===== src/hdl/cft_pkg.sv =====
// Shared types, constants and the opcode length table of the 65C02 code flow tracer.
// Used by every module of the tracer and by its checker; depends on nothing.
`timescale 1ns / 1ps

package cft_pkg;

	// Opcodes and bytes with a special meaning to the trace.
	localparam logic [7:0] OP_STOP    = 8'hDF;
	localparam logic [7:0] OP_RTS     = 8'h60;
	localparam logic [7:0] OP_JMP_ABS = 8'h4C;
	localparam logic [7:0] OP_BRA     = 8'h80;
	localparam logic [7:0] OP_JSR     = 8'h20;

	// Branch opcodes share this pattern in their low five bits.
	localparam logic [4:0] BRANCH_LOW_BITS = 5'h10;

	// Instruction lengths as the table gives them.
	localparam logic [1:0] LEN_ONE   = 2'd1;
	localparam logic [1:0] LEN_TWO   = 2'd2;
	localparam logic [1:0] LEN_THREE = 2'd3;

	// The whole 64K address space; the limit never reaches past it.
	localparam logic [16:0] FULL_LIMIT = 17'h10000;

	// Configuration port.
	localparam int CFG_INDEX_W = 1;
	localparam int CFG_DATA_W  = 17;
	localparam logic [CFG_INDEX_W-1:0] CFG_RANGE_BASE  = 1'b0;
	localparam logic [CFG_INDEX_W-1:0] CFG_RANGE_LIMIT = 1'b1;

	typedef enum logic [1:0] {
		STOP_NONE     = 2'd0,
		STOP_TRANSFER = 2'd1,
		STOP_BYTE     = 2'd2,
		STOP_RANGE    = 2'd3
	} stop_t;

	// Which byte of an instruction the tracker waits for.
	typedef enum logic [1:0] {
		POS_OPCODE = 2'd0,
		POS_LOW    = 2'd1,
		POS_HIGH   = 2'd2
	} pos_t;

	typedef struct packed {
		logic        first;
		logic [15:0] start_address;
		logic [7:0]  code_byte;
	} code_beat_t;

	typedef struct packed {
		logic [15:0] instr_address;
		logic [7:0]  opcode;
		logic [16:0] next_address;
		logic [15:0] target;
		logic        target_valid;
		logic        is_call;
		stop_t       stop_reason;
	} instr_beat_t;

	// Instruction length of a 65C02 opcode, from its addressing mode.
	function automatic logic [1:0] op_length(input logic [7:0] op);
		logic [3:0] hi;
		logic [3:0] lo;
		logic [1:0] len;
		hi = op[7:4];
		lo = op[3:0];
		case (lo)
			4'h0: begin
				if (hi[0]) begin
					len = LEN_TWO;
				end else begin
					case (hi)
						4'h2:                len = LEN_THREE;
						4'h0, 4'h4, 4'h6:    len = LEN_ONE;
						default:             len = LEN_TWO;
					endcase
				end
			end
			4'h1, 4'h4, 4'h5, 4'h6: len = LEN_TWO;
			4'h2: len = (hi[0] || hi == 4'hA) ? LEN_TWO : LEN_ONE;
			4'h9: len = hi[0] ? LEN_THREE : LEN_TWO;
			4'hC, 4'hD, 4'hE: len = LEN_THREE;
			default: len = LEN_ONE;
		endcase
		return len;
	endfunction

endpackage


===== src/hdl/cft_tracker.sv =====
// Trace state and per-byte decode of the code flow tracer: assembles instructions from
// the byte stream and forms one result per complete instruction. Depends on cft_pkg.
`timescale 1ns / 1ps

module cft_tracker (
	input  logic                 clk,
	input  logic                 arst_n,
	input  logic                 beat_valid,
	input  cft_pkg::code_beat_t  beat,
	input  logic [15:0]          range_base,
	input  logic [16:0]          range_limit,
	output logic                 push,
	output cft_pkg::instr_beat_t result
);
	import cft_pkg::*;

	logic        active_q;
	pos_t        pos_q;
	logic [7:0]  held_op_q;
	logic [7:0]  held_low_q;
	logic [15:0] instr_start_q;
	logic [15:0] cur_addr_q;

	logic        active_n;
	pos_t        pos_n;
	logic [7:0]  held_op_n;
	logic [7:0]  held_low_n;
	logic [15:0] instr_start_n;
	logic [15:0] cur_addr_n;

	logic        eff_active;
	pos_t        eff_pos;
	logic [15:0] eff_cur;
	logic [7:0]  b;

	logic        finish;
	logic        stop_byte;
	logic        pos_advance;
	logic [7:0]  fin_op;
	logic [15:0] fin_start;
	logic [7:0]  fin_low;
	logic [7:0]  fin_high;

	logic [16:0] next_addr;
	logic [17:0] dest;
	logic        is_branch;
	logic        is_abs;
	logic        has_dest;
	logic        dest_ok;
	stop_t       stop;

	assign b          = beat.code_byte;
	assign eff_active = beat.first | active_q;
	assign eff_pos    = beat.first ? POS_OPCODE : pos_q;
	assign eff_cur    = beat.first ? beat.start_address : cur_addr_q;

	// Pick the instruction that this byte completes, if any.
	always_comb begin
		finish      = 1'b0;
		stop_byte   = 1'b0;
		pos_advance = 1'b0;
		fin_op      = b;
		fin_start   = eff_cur;
		fin_low     = 8'h00;
		fin_high    = 8'h00;
		if (beat_valid && eff_active) begin
			case (eff_pos)
				POS_OPCODE: begin
					stop_byte = (b == OP_STOP);
					if (stop_byte || op_length(b) == LEN_ONE) begin
						finish = 1'b1;
					end else begin
						pos_advance = 1'b1;
					end
				end
				POS_LOW: begin
					fin_op    = held_op_q;
					fin_start = instr_start_q;
					fin_low   = b;
					if (op_length(held_op_q) == LEN_TWO) begin
						finish = 1'b1;
					end else begin
						pos_advance = 1'b1;
					end
				end
				POS_HIGH: begin
					fin_op    = held_op_q;
					fin_start = instr_start_q;
					fin_low   = held_low_q;
					fin_high  = b;
					finish    = 1'b1;
				end
				default: begin
					finish = 1'b0;
				end
			endcase
		end
	end

	// Length, destination, range check and end-of-trace reason.
	always_comb begin
		is_branch = (fin_op[4:0] == BRANCH_LOW_BITS) || (fin_op == OP_BRA);
		is_abs    = (fin_op == OP_JMP_ABS) || (fin_op == OP_JSR);
		has_dest  = is_branch || is_abs;
		next_addr = {1'b0, fin_start} + {15'd0, op_length(fin_op)};
		if (is_branch) begin
			dest = {1'b0, next_addr} + {{10{fin_low[7]}}, fin_low};
		end else begin
			dest = {2'b00, fin_high, fin_low};
		end
		dest_ok = has_dest && (dest[17:16] == 2'b00) && (dest[15:0] >= range_base)
			&& ({1'b0, dest[15:0]} < range_limit);
		if (stop_byte) begin
			stop = STOP_BYTE;
		end else if (fin_op == OP_RTS || fin_op == OP_JMP_ABS || fin_op == OP_BRA) begin
			stop = STOP_TRANSFER;
		end else if (next_addr >= range_limit) begin
			stop = STOP_RANGE;
		end else begin
			stop = STOP_NONE;
		end
		push                 = finish;
		result.instr_address = fin_start;
		result.opcode        = fin_op;
		result.next_address  = next_addr;
		result.target        = has_dest ? dest[15:0] : 16'h0000;
		result.target_valid  = dest_ok;
		result.is_call       = (fin_op == OP_JSR);
		result.stop_reason   = stop;
	end

	// Next trace state.
	always_comb begin
		active_n      = active_q;
		pos_n         = pos_q;
		held_op_n     = held_op_q;
		held_low_n    = held_low_q;
		instr_start_n = instr_start_q;
		cur_addr_n    = cur_addr_q;
		if (beat_valid && beat.first) begin
			active_n   = 1'b1;
			pos_n      = POS_OPCODE;
			cur_addr_n = beat.start_address;
		end
		if (beat_valid && eff_active && eff_pos == POS_OPCODE) begin
			held_op_n     = b;
			held_low_n    = 8'h00;
			instr_start_n = eff_cur;
		end
		if (beat_valid && eff_active && eff_pos == POS_LOW) begin
			held_low_n = b;
		end
		if (pos_advance) begin
			pos_n = (eff_pos == POS_OPCODE) ? POS_LOW : POS_HIGH;
		end
		if (finish) begin
			pos_n      = POS_OPCODE;
			active_n   = (stop == STOP_NONE);
			cur_addr_n = next_addr[15:0];
		end
	end

	always_ff @(posedge clk or negedge arst_n) begin
		if (!arst_n) begin
			active_q      <= 1'b0;
			pos_q         <= POS_OPCODE;
			held_op_q     <= 8'h00;
			held_low_q    <= 8'h00;
			instr_start_q <= 16'h0000;
			cur_addr_q    <= 16'h0000;
		end else begin
			active_q      <= active_n;
			pos_q         <= pos_n;
			held_op_q     <= held_op_n;
			held_low_q    <= held_low_n;
			instr_start_q <= instr_start_n;
			cur_addr_q    <= cur_addr_n;
		end
	end

endmodule


===== src/hdl/cft_out_buf.sv =====
// Result register with a skid stage, so the byte side keeps moving while a result waits.
// Depends on cft_pkg for the result type.
`timescale 1ns / 1ps

module cft_out_buf (
	input  logic                 clk,
	input  logic                 arst_n,
	input  logic                 push,
	input  cft_pkg::instr_beat_t push_data,
	output logic                 full,
	output logic                 out_valid,
	input  logic                 out_stall,
	output cft_pkg::instr_beat_t out_data
);
	import cft_pkg::*;

	logic        out_valid_q;
	logic        skid_valid_q;
	instr_beat_t out_data_q;
	instr_beat_t skid_data_q;
	logic        pop;

	assign pop       = out_valid_q && !out_stall;
	assign full      = skid_valid_q;
	assign out_valid = out_valid_q;
	assign out_data  = out_data_q;

	always_ff @(posedge clk or negedge arst_n) begin
		if (!arst_n) begin
			out_valid_q  <= 1'b0;
			skid_valid_q <= 1'b0;
		end else if (skid_valid_q) begin
			if (pop) begin
				skid_valid_q <= 1'b0;
			end
		end else if (push) begin
			if (out_valid_q && !pop) begin
				skid_valid_q <= 1'b1;
			end else begin
				out_valid_q <= 1'b1;
			end
		end else if (pop) begin
			out_valid_q <= 1'b0;
		end
	end

	always_ff @(posedge clk) begin
		if (skid_valid_q) begin
			if (pop) begin
				out_data_q <= skid_data_q;
			end
		end else if (push) begin
			if (out_valid_q && !pop) begin
				skid_data_q <= push_data;
			end else begin
				out_data_q <= push_data;
			end
		end
	end

endmodule


===== src/hdl/cmos6502_code_flow_tracer.sv =====
// Top level of the 65C02 code flow tracer: configuration registers, trace tracker and
// result buffer. Depends on cft_pkg, cft_tracker and cft_out_buf.
`timescale 1ns / 1ps

// The tracer takes a stream of 65C02 code bytes, one per beat on the byte channel, and
// emits one beat on the instr channel for each complete instruction: its address, opcode,
// the address after it, and for branches, JMP absolute and JSR the destination with an
// in-range flag and a call flag. A beat with first set starts a new trace at its
// start_address and drops any partial instruction; bytes that arrive while no trace is
// running are consumed and ignored. A trace ends on the stop byte 0xDF, on RTS, JMP
// absolute or BRA, or when the next address reaches range_limit, and stop_reason tells
// which. The block takes one byte every cycle unless byte_stall is high: decode is a
// table lookup, an address add and a few compares between the trace state registers
// and the result register, which is backed by a one-entry skid stage, so byte_stall
// rises only after two results sit unclaimed; a result enters the skid while one is stalled.
// Configuration (index 0 range_base, index 1 range_limit) is for the user to write
// while idle, which the block does not enforce; a limit above 65536 is held as 65536.

module cmos6502_code_flow_tracer (
	input  logic                                clk,
	input  logic                                arst_n,
	input  logic                                byte_valid,
	output logic                                byte_stall,
	input  cft_pkg::code_beat_t                 byte_data,
	output logic                                instr_valid,
	input  logic                                instr_stall,
	output cft_pkg::instr_beat_t                instr_data,
	input  logic                                cfg_wr_en,
	input  logic [cft_pkg::CFG_INDEX_W-1:0]     cfg_index,
	input  logic [cft_pkg::CFG_DATA_W-1:0]      cfg_data
);
	import cft_pkg::*;

	logic [15:0] range_base_q;
	logic [16:0] range_limit_q;
	logic        byte_accept;
	logic        push;
	instr_beat_t result;
	logic        buf_full;

	// The limit is clamped as it is written, so the decode only ever sees 0 to 65536.
	always_ff @(posedge clk or negedge arst_n) begin
		if (!arst_n) begin
			range_base_q  <= 16'h0000;
			range_limit_q <= FULL_LIMIT;
		end else if (cfg_wr_en) begin
			case (cfg_index)
				CFG_RANGE_BASE: begin
					range_base_q <= cfg_data[15:0];
				end
				CFG_RANGE_LIMIT: begin
					range_limit_q <= (cfg_data > FULL_LIMIT) ? FULL_LIMIT : cfg_data;
				end
				default: begin
					range_base_q <= range_base_q;
				end
			endcase
		end
	end

	// Stall depends only on the skid stage, never on the incoming valid.
	assign byte_stall  = buf_full;
	assign byte_accept = byte_valid && !byte_stall;

	cft_tracker u_tracker (
		.clk         (clk),
		.arst_n      (arst_n),
		.beat_valid  (byte_accept),
		.beat        (byte_data),
		.range_base  (range_base_q),
		.range_limit (range_limit_q),
		.push        (push),
		.result      (result)
	);

	cft_out_buf u_out_buf (
		.clk       (clk),
		.arst_n    (arst_n),
		.push      (push),
		.push_data (result),
		.full      (buf_full),
		.out_valid (instr_valid),
		.out_stall (instr_stall),
		.out_data  (instr_data)
	);

endmodule


===== config.mk =====
export PLATFORM = sky130hd
export DESIGN_NAME = cmos6502_code_flow_tracer
export DESIGN_NICKNAME = d
export VERILOG_FILES = /design/src/hdl/cft_pkg.sv /design/src/hdl/cft_tracker.sv /design/src/hdl/cft_out_buf.sv /design/src/hdl/cmos6502_code_flow_tracer.sv
export SDC_FILE = /design/constraint.sdc
export NUM_CORES = 1
export LEC_CHECK = 0
export BUFFER_PORTS_ARGS = -buffer_cell sky130_fd_sc_hd__clkbuf_2
export CAP_MARGIN = 30
export CORE_ASPECT_RATIO = 1.25
export CORE_UTILIZATION = 65
export CTS_CLUSTER_SIZE = 28
export DETAILED_ROUTE_END_ITERATION = 7
export GPL_ROUTABILITY_DRIVEN = 0
export PLACE_DENSITY_LB_ADDON = 0.25
export SLEW_MARGIN = 20
export SYNTH_ARGS = -nofsm -noshare
export SYNTH_HDL_FRONTEND = slang
export SYNTH_SLANG_ARGS = --single-unit

===== constraint.sdc =====
create_clock -name clk -period 17.4 [get_ports clk]
set_clock_uncertainty 0.1 [all_clocks]
set_input_delay 2.61 -clock clk [delete_from_list [all_inputs] [get_ports clk]]
set_output_delay 2.61 -clock clk [all_outputs]
set_load 0.1 [all_outputs]

==> tab_implementation.tex <==
\begin{tabular}{lr}
\hline
Metric & Value \\
\hline
\multicolumn{2}{l}{\textbf{Critical path}} \\
Startpoint Class & input port \\
CP max stage cell & sky130\_fd\_sc\_hd\_\_nand3\_4 \\
CP max stage delay & between 0.5 and 0.6 ns \\
Largest delay contributor family on the critical path & compound AO/OA/AOI/OAI gates \\
Reg-to-reg endpoint & u\_out\_buf.out\_data[3] \\
Buffers and inverters on the worst path & 2 \\
R2R depth & 30 \\
CP required & about 18 ns \\
Worst flop-to-flop path startpoint & u\_out\_buf.full \\
CP most frequent cell & sky130\_fd\_sc\_hd\_\_ha\_1 \\
CP Data Arrival Time & between 10 and 15 ns \\
Register-to-Register Setup Slack & approximately 8.6 ns \\
Largest fanout of any net on the critical path & 64 \\
Crit. End Element & register \\
Worst setup path category & in -> reg \\
\multicolumn{2}{l}{\textbf{Clock network}} \\
Clock latency at the later pin of the worst-skew pair & approximately 0.50 ns \\
Total clock buffers created by CTS & 21 \\
Root cell of the clock tree & sky130\_fd\_sc\_hd\_\_clkbuf\_16 \\
TritonCTS clock tree & yes \\
\# hold bufs at CTS & 0 \\
Setup Fix Bufs, Post-CTS & 0 \\
CTS-repair resized insts & 0 \\
Buffer depth of the longest clock path & 3 \\
Number of clock sinks seen by CTS & 208 \\
Htree depth & 1 \\
Clock transition at the registers of the reported paths & $\sim$0.06 ns \\
\multicolumn{2}{l}{\textbf{Placed design}} \\
Number of buffers added on ports & 110 \\
Detailed-placement wirelength estimate & around 21000 um \\
Number of cells in the design after placement & 1409 \\
\multicolumn{2}{l}{\textbf{Run}} \\
Max-cap violations & 0 \\
\multicolumn{2}{l}{\textbf{Logic synthesis}} \\
Count of different cell masters after synthesis & between 70 and 80 \\
Mapped cell area & roughly 0.012 mm2 \\
Count of flip-flops with a built-in enable after synthesis & around 120 \\
Flops \& latches, synth & between 200 and 250 \\
Synthesized netlist cell count & between 1k and 1.5k \\
Mapped Nets & between 1k and 1.5k \\
Ys async rst share & 0.413 \\
Top cell type's share of synthesized area & 0.310 \\
Top cell type by total area after synthesis & sky130\_fd\_sc\_hd\_\_edfxtp\_1 \\
Synthesized area per cell & about 11 um2 \\
Top cells by area in the synthesized netlist & sky130\_fd\_sc\_hd\_\_edfxtp\_1 (31\%), sky130\_fd\_sc\_hd\_\_dfrtp\_1 (18\%), sky130\_fd\_sc\_hd\_\_ha\_1 (7.5\%) \\
Synth warn & 0 \\
Most instantiated library cell after synthesis & sky130\_fd\_sc\_hd\_\_nand2\_1 \\
Top cell types by occurrence after synthesis & sky130\_fd\_sc\_hd\_\_nand2\_1 (128), sky130\_fd\_sc\_hd\_\_edfxtp\_1 (122), sky130\_fd\_sc\_hd\_\_dfrtp\_1 (85), sky130\_fd\_sc\_hd\_\_o21ai\_0 (78), sky130\_fd\_sc\_hd\_\_nor2\_1 (74) \\
Primary FF master, synth & sky130\_fd\_sc\_hd\_\_edfxtp\_1 \\
Share of synthesized area occupied by flip-flops and latches & 0.492 \\
\multicolumn{2}{l}{\textbf{Floorplanning}} \\
Placeable core region & $\sim$0.018 mm2 \\
Chip Height & $\sim$150 um \\
Top Ports & 111 \\
Die outline area & $\sim$0.019 mm2 \\
Initial core utilization & 0.671 \\
Die width & $\sim$120 um \\
Std-Cell Rows & 54 \\
\multicolumn{2}{l}{\textbf{Timing}} \\
Relative slew margins & 0.372 \\
Hold violation count in the final report & 0 \\
Hold slack final & 0.383 ns \\
Setup Viol. Count Final & 0 \\
Slew at the pin closest to its max-slew limit & 0.943 ns \\
Final count of pins violating max slew & 0 \\
Setup repair after global routing missed its margin & false \\
Tcrit/Tclk final & 0.619 \\
Minimum clock period & around 11 ns \\
Setup\_tns & 0 ns \\
Max frequency & around 0.093 GHz \\
\multicolumn{2}{l}{\textbf{Pwr}} \\
Power density relative to cell area & about 170 mW/mm2 \\
Leak pwr & between 5 and 6 nW \\
Worst voltage drop across the vdd grid & $\sim$0.000091 V \\
Post-layout total power & $\sim$0.0023 W \\
\multicolumn{2}{l}{\textbf{Drt}} \\
Post-detailed-route wirelength per cell & between 20 and 25 um \\
Count of routing violations after the opening detailed-route iteration & roughly 900 \\
Iteration count of the initial detailed-routing pass & 6 \\
Routed wire length & about 29000 um \\
Via total after detailed routing & about 9.1k \\
Remaining antenna violation count after routing & 0 \\
Drt drc & 0 \\
Detail-routed via count per cell & about 6.3 \\
\multicolumn{2}{l}{\textbf{Finish}} \\
Number of nets at the end of the flow & between 1k and 1.5k \\
Area growth syn-to-layout & 11.5\% \\
Count of placed standard cells in the final layout, fillers left out & roughly 1.4k \\
Fraction of layout cells with a size suffix above 1 & 0.180 \\
Count of antenna diodes in the layout & 0 \\
Number of filler instances in the final layout & between 1k and 1.5k \\
\multicolumn{2}{l}{\textbf{Min path}} \\
Hold-critical path depth & 2 \\
Worst Hold Endpoint & range\_limit\_q[2] \\
Beginning of the worst hold path & range\_limit\_q[2] \\
Worst hold path type & reg -> reg \\
\multicolumn{2}{l}{\textbf{Run status}} \\
Run status & complete, no violations \\
\multicolumn{2}{l}{\textbf{GRT}} \\
Wire length of the first global-routing pass & $\sim$46000 um \\
Number of antenna violations at the first check in global routing & 0 \\
Number of global-route vias before repair & 8885 \\
GRT overflow & 0 \\
Largest net degree at the start of global routing & 65 \\
All-layer global routing usage & 0.319 \\
\hline
\end{tabular}
==> report_power, final <==
group	total [W]	switching, W	internal (W)	leakage, nW
clock network	0.000441	0.000183	0.000258	0.315
registers	0.000764	0.0000718	0.000692	2.19
logic	0.00110	0.000812	0.000287	3.30
total	0.00230	0.00107	0.00124	5.81
==> per-stage QoR <==
| stage | worst slack, ns | utilization | area (um2) |
|---|---|---|---|
| floorplan | 7.15 | - | 11800 |
| global placement | 6.68 | 0.710 | 12500 |
| detailed placement | 6.30 | 0.712 | 12500 |
| CTS | 6.77 | 0.748 | 13200 |
| global route | 5.97 | 0.748 | 13200 |
| finish | 6.63 | 0.748 | 13200 |
==> cell usage in the layout, fill, tap and decap left out, types with 4 or more instances in the layout <==
master	count
sky130_fd_sc_hd__and2_1	14
sky130_fd_sc_hd__a22o_1	25
sky130_fd_sc_hd__nand3_1	18
sky130_fd_sc_hd__a21o_1	20
sky130_fd_sc_hd__nor2b_1	9
sky130_fd_sc_hd__ha_1	71
sky130_fd_sc_hd__and3_1	10
sky130_fd_sc_hd__edfxtp_1	122
sky130_fd_sc_hd__nand4_1	14
sky130_fd_sc_hd__clkbuf_2	109
sky130_fd_sc_hd__o211ai_1	5
sky130_fd_sc_hd__nor2_1	73
sky130_fd_sc_hd__a31oi_1	6
sky130_fd_sc_hd__nor3b_1	4
sky130_fd_sc_hd__a21oi_1	56
sky130_fd_sc_hd__o21a_1	5
sky130_fd_sc_hd__nor3_1	20
sky130_fd_sc_hd__buf_4	12
sky130_fd_sc_hd__nand2_1	128
sky130_fd_sc_hd__a2111oi_0	4
sky130_fd_sc_hd__xnor2_1	21
sky130_fd_sc_hd__xor2_1	13
sky130_fd_sc_hd__a211oi_1	5
sky130_fd_sc_hd__o31ai_1	8
sky130_fd_sc_hd__dfrtp_1	85
sky130_fd_sc_hd__clkbuf_1	10
sky130_fd_sc_hd__nor4_1	11
sky130_fd_sc_hd__mux2i_1	37
sky130_fd_sc_hd__inv_1	63
sky130_fd_sc_hd__mux2_2	51
sky130_fd_sc_hd__o21ai_0	77
sky130_fd_sc_hd__a22oi_1	9
sky130_fd_sc_hd__clkbuf_16	21
sky130_fd_sc_hd__nand2b_1	14
==> state kept, by name, summed over array words and instances, names as in the netlist <==
name                     flops
u_out_buf.out_data          61
u_tracker.cur_addr_q        16
u_tracker.active_q           1
u_tracker.instr_start_q     16
u_out_buf.out_valid          1
range_limit_q               17
u_tracker.pos_q              2
u_out_buf.full               1
u_tracker.held_op_q          8
u_out_buf.skid_data_q       61
u_tracker.held_low_q         8
range_base_q                16
==> worst min-delay path: cells and delay by family (launching register included) <==
family | cells | cell delay (ns)
flip-flops | 1 | 0.34
AO/OA/AOI/OAI | 1 | 0.06
AND/OR/NAND/NOR | 1 | 0.05
==> worst max path at each step <==
stage / end / cells after the start / slack [ns] / start
2_1_floorplan: u_out_buf.out_data[3] / 38 / 7.15 / byte_data[24]
3_3_place_gp: u_out_buf.out_data[3] / 32 / 6.68 / byte_data[24]
3_5_place_dp: u_out_buf.out_data[3] / 32 / 6.30 / byte_data[24]
4_1_cts: u_out_buf.out_data[3] / 32 / 6.77 / byte_data[24]
5_1_grt: u_out_buf.out_data[3] / 30 / 5.97 / byte_data[24]
6_report: u_out_buf.out_data[3] / 32 / 6.63 / byte_data[24]
==> layer usage <==
metal	share of wire	vias up	global-route usage
met3	0.065	79	0.0381
met4	0.040	0	0.135
met2	0.49	398	0.530
li1	-	4259	-
met5	0	-	0
met1	0.40	4340	0.418
==> kinds of logic (layout without fill, tap and decap cells) <==
family                   Yosys count  in the layout  share of synthesized area
AO/OA/AOI/OAI                    260            260                      0.144
adder cells (fa/ha/maj)           73             73                     0.0785
buffers and inverters            120            222                     0.0405
AND/OR/NAND/NOR                  333            333                      0.134
flip-flops                       208            208                      0.492
multiplexers                      89             89                     0.0811
XOR/XNOR                          37             37                     0.0305
==> layout make-up <==
cell class / instances / area (um2) / share of cell area
sequential: 208 / 5820 / 0.441
multi-input combinational: 792 / 5560 / 0.422
timing repair buffer: 122 / 651 / 0.0493
clock buffer: 32 / 577 / 0.0437
tap: 224 / 280 / 0.0212
inverter: 63 / 236 / 0.0179
clock inverter: 5 / 73.8 / 0.00559
No activity file was read; power rests on OpenSTA's default activity.
